[src/hdl/espid_pkg.sv]
// ----------------------------------------------------------------------------
// espid_pkg
// shared widths, register indexes, reset values and saturation helpers for
// the encoder speed incremental pid controller
// ----------------------------------------------------------------------------
package espid_pkg;

   // default counter wrap width
   localparam int COUNT_WIDTH_DEFAULT = 16;

   // field widths
   localparam int ENC_WIDTH   = 16;
   localparam int DUTY_WIDTH  = 16;
   localparam int SPEED_WIDTH = 32;
   localparam int GAIN_WIDTH  = 32;
   localparam int CSR_IDX_WIDTH  = 3;
   localparam int CSR_DATA_WIDTH = 32;

   // fraction bits dropped from the gain * error sum
   localparam int GAIN_FRAC_SHIFT = 20;

   // register reset values
   localparam logic [15:0] SPEED_SCALE_RESET = 16'd233;
   localparam logic [15:0] DUTY_MAX_RESET    = 16'd10000;
   localparam logic [15:0] SMALL_STEP_RESET  = 16'd50;

   // register indexes
   typedef enum logic [CSR_IDX_WIDTH-1:0] {
      REG_SPEED_TARGET = 3'd0,
      REG_SPEED_SCALE  = 3'd1,
      REG_GAIN_NOW     = 3'd2,
      REG_GAIN_PREV    = 3'd3,
      REG_GAIN_PREV2   = 3'd4,
      REG_DUTY_MAX     = 3'd5,
      REG_SMALL_STEP   = 3'd6
   } csr_index_type;

   // saturate a 64-bit signed value to 32 bits signed
   function automatic logic signed [31:0] sat32(input logic signed [63:0] v);
      logic signed [31:0] r;
      if (v > 64'sd2147483647) begin
         r = 32'sh7FFF_FFFF;
      end else if (v < -64'sd2147483648) begin
         r = 32'sh8000_0000;
      end else begin
         r = v[31:0];
      end
      return r;
   endfunction

   // 64-bit signed add with saturation at the signed limits
   function automatic logic signed [63:0] sat_add64(input logic signed [63:0] a,
                                                    input logic signed [63:0] b);
      logic signed [64:0] s;
      logic signed [63:0] r;
      s = {a[63], a} + {b[63], b};
      if (s[64] != s[63]) begin
         r = s[64] ? {1'b1, 63'd0} : {1'b0, {63{1'b1}}};
      end else begin
         r = s[63:0];
      end
      return r;
   endfunction

endpackage

[src/hdl/encoder_speed_incremental_pid.sv]
// ----------------------------------------------------------------------------
// encoder_speed_incremental_pid
// quadrature encoder speed loop with a velocity-form pid, one result per tick
// ----------------------------------------------------------------------------
// sequence: a run tick steps through muls, speed, err, mul0, mul1, mul2, acc
//   and update, a stop tick through muls and speed; one shared 33x33
//   multiplier is stepped by the fsm; ticks are taken one at a time, and
//   the next is taken while a finished result waits in the output register
// reset: synchronous, clears registers to defaults, history, duty and counter
// ----------------------------------------------------------------------------
module encoder_speed_incremental_pid #(
   parameter int COUNT_WIDTH = espid_pkg::COUNT_WIDTH_DEFAULT
) (
   input  logic        clock,
   input  logic        reset,
   // input ticks
   input  logic        req_tvalid,
   output logic        req_tready,
   input  logic [15:0] req_tdata,   // [15:0] encoder_count
   input  logic        req_tuser,   // [0] run
   // results
   output logic        rsp_tvalid,
   input  logic        rsp_tready,
   output logic [47:0] rsp_tdata,   // [15:0] duty, [47:16] speed_measured
   output logic        rsp_tuser,   // [0] enable
   // register writes
   input  logic        csr_valid,
   output logic        csr_ready,
   input  logic [2:0]  csr_index,
   input  logic [31:0] csr_data
);

   // sequencer states
   typedef enum logic [8:0] {
      ST_IDLE   = 9'b000000001,
      ST_MULS   = 9'b000000010,
      ST_SPEED  = 9'b000000100,
      ST_ERR    = 9'b000001000,
      ST_MUL0   = 9'b000010000,
      ST_MUL1   = 9'b000100000,
      ST_MUL2   = 9'b001000000,
      ST_ACC    = 9'b010000000,
      ST_UPDATE = 9'b100000000
   } state_type;

   localparam int OPW = 33;
   localparam int INCW = 64 - espid_pkg::GAIN_FRAC_SHIFT;

   // configuration registers
   logic signed [31:0] speed_target_ff;
   logic [15:0]        speed_scale_ff;
   logic signed [31:0] gain_now_ff, gain_prev_ff, gain_prev2_ff;
   logic [15:0]        duty_max_ff, small_step_ff;

   // control state
   state_type          state_ff, state_in;
   logic               done_ff, done_in;
   logic [COUNT_WIDTH-1:0] prev_count_ff, prev_count_in;
   logic               running_ff, running_in;
   logic [15:0]        last_duty_ff, last_duty_in;
   logic signed [31:0] err_prev_ff, err_prev_in;
   logic signed [31:0] err_prev2_ff, err_prev2_in;
   logic               rsp_valid_ff, rsp_valid_in;

   // datapath
   logic [COUNT_WIDTH-1:0] diff_ff, diff_in;
   logic               run_ff, run_in;
   logic signed [63:0] prod_ff, prod_in;
   logic signed [63:0] acc_ff, acc_in;
   logic signed [31:0] speed_ff, speed_in;
   logic signed [31:0] err_ff, err_in;
   logic [47:0]        rsp_data_ff, rsp_data_in;
   logic               rsp_user_ff, rsp_user_in;

   // shared multiplier
   logic signed [OPW-1:0]   mul_a, mul_b;
   logic signed [2*OPW-1:0] mul_p;

   logic [COUNT_WIDTH-1:0] cnt;
   logic signed [INCW-1:0] inc;
   logic signed [INCW+1:0] next_duty;
   logic [INCW+1:0]        inc_mag;
   logic                   req_beat, out_free;

   assign req_beat   = req_tvalid && req_tready;
   assign out_free   = !rsp_valid_ff || rsp_tready;
   assign req_tready = (state_ff == ST_IDLE) && !done_ff;
   assign csr_ready  = 1'b1;
   assign cnt        = COUNT_WIDTH'(req_tdata);

   assign rsp_tvalid = rsp_valid_ff;
   assign rsp_tdata  = rsp_data_ff;
   assign rsp_tuser  = rsp_user_ff;

   // operand select for the shared multiplier
   always_comb begin
      mul_a = '0;
      mul_b = '0;
      case (state_ff)
         ST_MULS: begin
            mul_a = OPW'(signed'(diff_ff));
            mul_b = signed'(OPW'(speed_scale_ff));
         end
         ST_MUL0: begin
            mul_a = OPW'(gain_now_ff);
            mul_b = OPW'(err_ff);
         end
         ST_MUL1: begin
            mul_a = OPW'(gain_prev_ff);
            mul_b = OPW'(err_prev_ff);
         end
         ST_MUL2: begin
            mul_a = OPW'(gain_prev2_ff);
            mul_b = OPW'(err_prev2_ff);
         end
         default: begin
            mul_a = '0;
            mul_b = '0;
         end
      endcase
   end

   assign mul_p = mul_a * mul_b;

   // duty update terms, floor shift of the accumulated sum
   assign inc       = acc_ff[63:espid_pkg::GAIN_FRAC_SHIFT];
   assign next_duty = signed'((INCW+2)'(last_duty_ff)) + (INCW+2)'(inc);
   assign inc_mag   = inc[INCW-1] ? (INCW+2)'(-((INCW+2)'(inc))) : (INCW+2)'(inc);

   // sequencer and next values
   always_comb begin
      state_in      = state_ff;
      done_in       = done_ff;
      prev_count_in = prev_count_ff;
      running_in    = running_ff;
      last_duty_in  = last_duty_ff;
      err_prev_in   = err_prev_ff;
      err_prev2_in  = err_prev2_ff;
      rsp_valid_in  = rsp_valid_ff && !rsp_tready;
      diff_in       = diff_ff;
      run_in        = run_ff;
      prod_in       = prod_ff;
      acc_in        = acc_ff;
      speed_in      = speed_ff;
      err_in        = err_ff;
      rsp_data_in   = rsp_data_ff;
      rsp_user_in   = rsp_user_ff;

      case (state_ff)
         ST_IDLE: begin
            // hand a finished tick to the output register
            if (done_ff && out_free) begin
               rsp_valid_in = 1'b1;
               rsp_data_in  = {speed_ff, last_duty_ff};
               rsp_user_in  = running_ff;
               done_in      = 1'b0;
            end else if (req_beat) begin
               diff_in       = cnt - prev_count_ff;
               prev_count_in = cnt;
               run_in        = req_tuser;
               state_in      = ST_MULS;
            end
         end
         ST_MULS: begin
            prod_in  = mul_p[63:0];
            state_in = ST_SPEED;
         end
         ST_SPEED: begin
            speed_in = espid_pkg::sat32(prod_ff);
            if (run_ff) begin
               state_in = ST_ERR;
            end else begin
               // stopped tick clears duty and history
               running_in   = 1'b0;
               last_duty_in = '0;
               err_prev_in  = '0;
               err_prev2_in = '0;
               done_in      = 1'b1;
               state_in     = ST_IDLE;
            end
         end
         ST_ERR: begin
            err_in   = espid_pkg::sat32(64'(speed_target_ff) - 64'(speed_ff));
            state_in = ST_MUL0;
         end
         ST_MUL0: begin
            prod_in  = mul_p[63:0];
            state_in = ST_MUL1;
         end
         ST_MUL1: begin
            acc_in   = prod_ff;
            prod_in  = mul_p[63:0];
            state_in = ST_MUL2;
         end
         ST_MUL2: begin
            acc_in   = espid_pkg::sat_add64(acc_ff, prod_ff);
            prod_in  = mul_p[63:0];
            state_in = ST_ACC;
         end
         ST_ACC: begin
            acc_in   = espid_pkg::sat_add64(acc_ff, prod_ff);
            state_in = ST_UPDATE;
         end
         ST_UPDATE: begin
            // clamp duty and shift history unless the step was small
            if (next_duty < 0) begin
               last_duty_in = '0;
            end else if (next_duty > signed'((INCW+2)'(duty_max_ff))) begin
               last_duty_in = duty_max_ff;
            end else begin
               last_duty_in = next_duty[15:0];
            end
            if (inc_mag >= (INCW+2)'(small_step_ff)) begin
               err_prev2_in = err_prev_ff;
               err_prev_in  = err_ff;
            end
            running_in = 1'b1;
            done_in    = 1'b1;
            state_in   = ST_IDLE;
         end
         default: begin
            state_in = ST_IDLE;
         end
      endcase
   end

   // control registers
   always_ff @(posedge clock) begin
      if (reset) begin
         state_ff      <= ST_IDLE;
         done_ff       <= 1'b0;
         prev_count_ff <= '0;
         running_ff    <= 1'b0;
         last_duty_ff  <= '0;
         err_prev_ff   <= '0;
         err_prev2_ff  <= '0;
         rsp_valid_ff  <= 1'b0;
      end else begin
         state_ff      <= state_in;
         done_ff       <= done_in;
         prev_count_ff <= prev_count_in;
         running_ff    <= running_in;
         last_duty_ff  <= last_duty_in;
         err_prev_ff   <= err_prev_in;
         err_prev2_ff  <= err_prev2_in;
         rsp_valid_ff  <= rsp_valid_in;
      end
   end

   // datapath registers
   always_ff @(posedge clock) begin
      diff_ff     <= diff_in;
      run_ff      <= run_in;
      prod_ff     <= prod_in;
      acc_ff      <= acc_in;
      speed_ff    <= speed_in;
      err_ff      <= err_in;
      rsp_data_ff <= rsp_data_in;
      rsp_user_ff <= rsp_user_in;
   end

   // register writes
   always_ff @(posedge clock) begin
      if (reset) begin
         speed_target_ff <= '0;
         speed_scale_ff  <= espid_pkg::SPEED_SCALE_RESET;
         gain_now_ff     <= '0;
         gain_prev_ff    <= '0;
         gain_prev2_ff   <= '0;
         duty_max_ff     <= espid_pkg::DUTY_MAX_RESET;
         small_step_ff   <= espid_pkg::SMALL_STEP_RESET;
      end else if (csr_valid && csr_ready) begin
         case (espid_pkg::csr_index_type'(csr_index))
            espid_pkg::REG_SPEED_TARGET: speed_target_ff <= csr_data;
            espid_pkg::REG_SPEED_SCALE:  speed_scale_ff  <= csr_data[15:0];
            espid_pkg::REG_GAIN_NOW:     gain_now_ff     <= csr_data;
            espid_pkg::REG_GAIN_PREV:    gain_prev_ff    <= csr_data;
            espid_pkg::REG_GAIN_PREV2:   gain_prev2_ff   <= csr_data;
            espid_pkg::REG_DUTY_MAX:     duty_max_ff     <= csr_data[15:0];
            espid_pkg::REG_SMALL_STEP:   small_step_ff   <= csr_data[15:0];
            default: begin
            end
         endcase
      end
   end

endmodule
[config.mk]
export PLATFORM = sky130hd
export DESIGN_NAME = encoder_speed_incremental_pid
export DESIGN_NICKNAME = d
export VERILOG_FILES = /design/src/hdl/espid_pkg.sv /design/src/hdl/encoder_speed_incremental_pid.sv
export SDC_FILE = /design/constraint.sdc
export NUM_CORES = 2
export LEC_CHECK = 0
export ABC_AREA = 1
export BUFFER_PORTS_ARGS = -buffer_cell sky130_fd_sc_hd__buf_2
export CAP_MARGIN = 20
export CORE_MARGIN = 3
export CORE_UTILIZATION = 25
export CTS_BUF_LIST = sky130_fd_sc_hd__clkbuf_4 sky130_fd_sc_hd__clkbuf_8 sky130_fd_sc_hd__clkbuf_16
export DETAILED_ROUTE_END_ITERATION = 12
export GPL_ROUTABILITY_DRIVEN = 0
export GPL_TIMING_DRIVEN = 0
export PLACE_DENSITY = 0.41
export SYNTH_ARGS = -nofsm -noshare
export SYNTH_HDL_FRONTEND = slang
export SYNTH_SLANG_ARGS = --single-unit
[constraint.sdc]
create_clock -name clock -period 10.5 [get_ports clock]
set_input_delay 0.525 -clock clock [delete_from_list [all_inputs] [get_ports clock]]
set_output_delay 0.525 -clock clock [all_outputs]
set_load 0.05 [all_outputs]
## Word level (Yosys, flattened, before mapping)

Cells that the tools add are included.
W data, S select, Z words.

- Output and inout bits: 52
- Input bits: 57
- Logic and storage cells: 113
- Register bits: 542

- Muxes and demuxes: 28
- $add $sub $neg: 5
- Multiply operators: 1
- Magnitude comparators: 7
- Reductions and logical operators: 27
- Equality and inequality tests: 21
- Bitwise logic cells: 1

Operators with widths:

| operator | number |
|---|---|
| $pmux W33 S4 | 2 |
| $mux W32 | 5 |
| $mux W64 | 2 |
| $pmux W32 S2 | 2 |
| $pmux W64 S2 | 1 |
| $pmux W9 S8 | 1 |
| $add A64 B64 Y65 | 1 |
| $gt A64 B32 Y1 const B | 1 |
| $lt A64 B32 Y1 const B | 1 |
| $mul A33 B33 Y64 | 1 |
| $mux W16 | 3 |
| $ge A46 B16 Y1 | 1 |
| $mux W46 | 1 |
| $neg A44 Y46 | 1 |
| $add A17 B44 Y45 | 1 |
| $gt A45 B17 Y1 | 1 |
| $lt A45 B1 Y1 const B | 1 |
| $gt A33 B32 Y1 const B | 1 |
| $lt A33 B32 Y1 const B | 1 |
| $sub A32 B32 Y33 | 1 |
| $pmux W16 S2 | 1 |
| $reduce_and A2 Y1 | 10 |
| $mux W9 | 2 |
| $sub A16 B16 Y16 | 1 |
| other kinds (29) | 47 |

## Longest topological paths before layout

- Word-level depth: 6
- Mapped depth: 42
- Depth with buffers taken out: 39

## Worst setup path after synthesis

OpenSTA, ideal clock, no wires.

- Path kind: register to register
- From: register state_ff[0]
- To: register prod_ff[61], data pin
- Stages on the path, launching flop included: 39
- Data arrival time: 8.973 ns
- Slack: 1.267 ns
- Buffers on the path: 2
- Data required time: 10.240 ns
- Period minus slack after synthesis: 9.233 ns
- Path through: dfxtp_1 nor2_1 nand2_1 nor2_1 nand4_1 inv_2 buf_2 clkbuf_1 nand2_1 o21ai_0 nor2_1 clkinv_1 nand2_1 fa_1 inv_1 fa_1 fa_1 inv_1 [... 3 more ...] fa_1 fa_1 inv_1 fa_1 inv_1 ha_1 nand2_1 nor2_1 inv_1 nor3_1 nand3_1 nand3_1 nand2_1 o211ai_1 a21oi_1 nor2_1 nor2_1 xor2_1

- Word-level cells in the longest chain between the ends: 3

Ends and longest elaborated chain:

| element | RTL line | text |
|---|---|---|
| start: declaration | encoder_speed_incremental_pid.sv:56 | `state_type state_ff, state_in;` |
| start signal: assignment | encoder_speed_incremental_pid.sv:239 | `state_ff <= state_in;` |
| $eq A9 B7 Y1 (tied with other cells) | encoder_speed_incremental_pid.sv:99 | `case (state_ff)` |
| $pmux W33 S4 | encoder_speed_incremental_pid.sv:99 |  |
| $mul A33 B33 Y64 (*) | encoder_speed_incremental_pid.sv:123 | `assign mul_p = mul_a * mul_b;` |
| named net mul_p[61] | encoder_speed_incremental_pid.sv:77 | `logic signed [2*OPW-1:0] mul_p;` |
| end signal: assignment | encoder_speed_incremental_pid.sv:254 | `prod_ff <= prod_in;` |
| end: declaration | encoder_speed_incremental_pid.sv:68 | `logic signed [63:0] prod_ff, prod_in;` |

Mark *: on every way through the listed nets, which the timed path passes. The rest lies on a longest branch.
A chain may end at the register's enable or synchronous reset.

## Final worst setup path

- From: register state_ff[1]
- To: register prod_ff[61], data pin

The elaborated chain is that of the path after synthesis.

==> impl_metrics.toml <==
[clock_tree]
cts_htree_levels = 3
cts.root.buffer_cell = "clkbuf_16"
insertion_delay_ns = 0.66
path_clk_slew_ns = 0.06
cts_inserted_buffers = 67
max-clock-path-buffers = 3
clkSinkCount = 542
cts_tree = "yes"

[power]
total_switching_power_mw = 1.55
total_power_mw = 5.53
sw_frac_of_total = 0.280
clock_power_share = 0.451
cell_internal_pwr_mw = 3.98
ir_drop_uv = 95.2
combPwrFrac = 0.127
power-per-cell-area_mw_per_mm2 = 70.3
power.share.sequential = 0.421
static_leakage_nw = 36.8

[hold_path]
class_of_the_worst_hold_path = "in2reg"
holdCritStartpoint = "req_tdata[15]"
worst_hold_path_cells = 3
min_to = "prev_count_ff[15]$_SDFFE_PP0P_"

[die]
boundaryPins = 109
floorplan_core_area_mm2 = 0.275
floorplan.initialDensity = 0.252
count_of_standard_cell_rows = 192
die_w_um = 532
dieArea_mm2 = 0.283
die_y_um = 532

[setup_path]
worst_ep_arrival_ns = 10.60
crit_path_top_delay_cell = "buf_1"
critPathCaptureType = "flip-flop"
worstPathRequired_ns = 10.90
critical-path-max-stage-delay_ns = 0.80
reg2reg_to = "prod_ff[61]$_DFFE_PP_"
timing.reg2reg.worst_path_depth = 33
critPathLaunch = "state_ff[1]$_SDFFE_PP0P_"
ff2ff_setup_slack_ns = 0.30
crit_path_max_fanout = 10
startpoint_type = "flip-flop"
worst_path_most_repeated_cell = "fa_1"
timing.setup.critical_path_class = "reg2reg"
critical_path.reg2reg.startpoint = "state_ff[1]$_SDFFE_PP0P_"

[sta]
fin_worst_skew_ns = 0.0444
final_hold_slack_ns = 0.146
setup-tns-final_ns = 0
final_critical_path_share_of_the_clock_period = 0.972
report.final.slew_viol_count = 0
setup_viol_count_final = 0
achievable-frequency_ghz = 0.0980
worst_pin_slew_ns = 1.21
relSlewSlack = 0.196
final_hold_vio_count = 0
layout_min_cycle_time_ns = 10.20

[yosys]
post_synth_num_cell_types = 64
post_synth.cell_area_avg_um2 = 7.97
postSynthNetCount = 10200
ys_seq_area_frac = 0.194
synth_edf_count = 258
synthesis.instances = 8684
mappedNetlistArea_mm2 = 0.0692
dominantRegCellSynth = "dfxtp_1"
postSynth.asyncResetShare = 0
synth.yosys.warnings = 0
ys_ff_latch = 542

[cells_and_area]
final_layout_size_suffix_gt1_frac = 0.0687
fin_area_mm2 = 0.0786
final_nets = 10500
total_inserted_antenna_cells = 0
fin_cells = 12700
areaGrowthSynthToFinish_pct = 13.5

[detailed_routing]
dr_total_vias = 60100
drt_pass1_iterations = 6
detail_route.wl_per_cell_um = 24.0
routed_via_density = 4.74
drc = 0
routed_wirelength_um = 304000
drt_iter0_markers = 5219
detail-route-antenna-nets = 0

[global_routing]
grt_first_pass_wirelength_um = 440000
number_of_global_route_vias_before_repair = 62500
grt_start_max_net_pins = 59
grt_remaining_overflow = 0
global_route.usage.total = 0.212
antenna_found_initial = 11

[place]
place_inst = 12500
io_buffers = 107
placedInstanceArea_mm2 = 0.0754
place.detailed.hpwl_um = 252000

[flow_run]
drv_cap = 0

[status]
run_status = "complete, no violations"
[worst max-delay path by stage]
| stage | end | slack, ns | cells past startpoint |
|---|---|---|---|
| 2_1_floorplan | prod_ff[61]$_DFFE_PP_ | 1.27 | 38 |
| 3_3_place_gp | prod_ff[61]$_DFFE_PP_ | -2.55 | 35 |
| 3_5_place_dp | prod_ff[61]$_DFFE_PP_ | -2.14 | 37 |
| 4_1_cts | prod_ff[56]$_DFFE_PP_ | 0.005 | 37 |
| 5_1_grt | prod_ff[58]$_DFFE_PP_ | -0.02 | 40 |
| 6_report | prod_ff[61]$_DFFE_PP_ | 0.30 | 33 |
[what timing repair did]
action | CTS | global route
buffers inserted | 12 | 9
gates resized for setup | 131 | 203
hold buffers | 1 | 0
hold endpoints to repair | 1 | 0
pin swaps | 5 | 6
setup endpoints to repair | 42 | 19
cloned | 0 | 0
[metal layers]
metal	vias up	GRT usage	wire, µm	part of all wire
met5	-	0	21	0.000069
met4	4	0.0910	15000	0.049
met3	488	0.0362	22700	0.075
met2	2285	0.326	131000	0.43
met1	30300	0.293	135000	0.44
li1	27000	-	-	-
[stage by stage]
step | worst slack (ns) | utilization
floorplan | 1.27 | -
CTS | 0.00543 | 0.285
finish | 0.297 | 0.286
detailed placement | -2.14 | 0.275
global route | -0.0210 | 0.286
global placement | -2.55 | 0.271
[power by group through the flow]
stage | clock, mW | combinational, mW | sequential [mW]
floorplan | 0 | 0.382 | 2.35
global placement | 0 | 0.658 | 2.37
detailed placement | 0 | 0.679 | 2.37
CTS | 2.56 | 0.691 | 2.33
global route | 2.63 | 0.764 | 2.33
finish | 2.49 | 0.705 | 2.33
[cell type report]
type / count / area [µm²]
plain buffers: 308 / 1560
clock buffers: 97 / 2030
clock inverters: 26 / 325
fillers: 29700 / 196000
inverters: 1793 / 6800
multi-input cells: 6035 / 48000
flip-flops and latches: 542 / 13400
well taps: 3686 / 4610
repair buffers: 186 / 1790
[Yosys cell counts (6+ instances only)]
library cell / n / area share
inv_1: 1756 / 0.095
nand2_1: 1598 / 0.087
nor2_1: 1250 / 0.068
fa_1: 1109 / 0.32
a21oi_1: 479 / 0.035
o21ai_0: 377 / 0.027
ha_1: 372 / 0.067
dfxtp_1: 284 / 0.082
clkbuf_1: 258 / 0.014
edfxtp_1: 258 / 0.11
nand3_1: 242 / 0.018
xor2_1: 147 / 0.019
xnor2_1: 82 / 0.010
nand4_1: 62 / 0.0056
nor3_1: 35 / 0.0025
a31oi_1: 34 / 0.0031
buf_2: 32 / 0.0023
o22ai_1: 30 / 0.0027
clkinv_1: 28 / 0.0015
a22o_1: 26 / 0.0033
o211ai_1: 25 / 0.0027
nor4_1: 22 / 0.0020
a21o_1: 16 / 0.0017
buf_6: 13 / 0.0021
nor2_2: 12 / 0.0011
o21bai_1: 11 / 0.0012
buf_1: 10 / 0.00054
o21a_1: 10 / 0.0011
inv_2: 9 / 0.00049
a21boi_0: 8 / 0.00087
a211oi_1: 7 / 0.00076
and3_1: 7 / 0.00063
nand3b_1: 7 / 0.00076
nand2_2: 6 / 0.00054
o2111ai_1: 6 / 0.00076
[logic make-up (layout without fill, tap and decap cells)]
group           count (synthesis)  after routing  share of synthesized area
simple gates                 3266           3266                      0.189
xor+xnor                      231            231                     0.0295
buf+inv                      2107           2410                      0.116
fa+ha+maj                    1481           1481                      0.388
compound gates               1056           1056                     0.0834
flops                         542            542                      0.194
other cells                     1              1                  0.0000542
[state kept, by name, indices dropped and copies added, names as in the netlist, 32 cells and up]
| name | count |
|---|---|
| rsp_tdata | 48 |
| gain_now_ff | 32 |
| err_prev_ff | 32 |
| gain_prev2_ff | 32 |
| acc_ff | 64 |
| speed_ff | 32 |
| err_ff | 32 |
| speed_target_ff | 32 |
| gain_prev_ff | 32 |
| err_prev2_ff | 32 |
| prod_ff | 64 |
[cell usage in the layout, fill, tap and decap left out, drive strengths merged, types with 4 or more instances in the layout]
master,synthesis,final
a221oi,4,4
nor3,38,38
a21boi,10,10
xnor2,82,82
a21oi,483,483
dfxtp,284,284
o211ai,25,25
or2,5,5
nand2,1606,1606
edfxtp,258,258
nand3,245,245
xor2,149,149
a211oi,7,7
a21o,16,16
bufinv,0,6
clkinv,28,38
nor3b,5,5
and3,7,7
o21bai,11,11
nor4,22,22
nor2,1264,1264
a22o,26,26
o21a,10,10
o22ai,30,30
inv,1765,1759
a31oi,34,34
clkinvlp,0,16
o21ai,382,382
nand3b,7,7
buf,56,254
fa,1109,1109
ha,372,372
o2111ai,6,6
nand4,63,63
clkbuf,258,334
[worst max-delay path, delay by kind of cell, from the launching register on]
family / cells / cell delay (ns)
flip-flops: 1 / 0.37
XOR/XNOR: 1 / 0.09
buffers and inverters: 6 / 1.89
adder cells (fa/ha/maj): 9 / 4.62
AND/OR/NAND/NOR: 11 / 1.80
AO/OA/AOI/OAI: 6 / 1.15
Note: power is estimated with default switching activity, not from simulation.
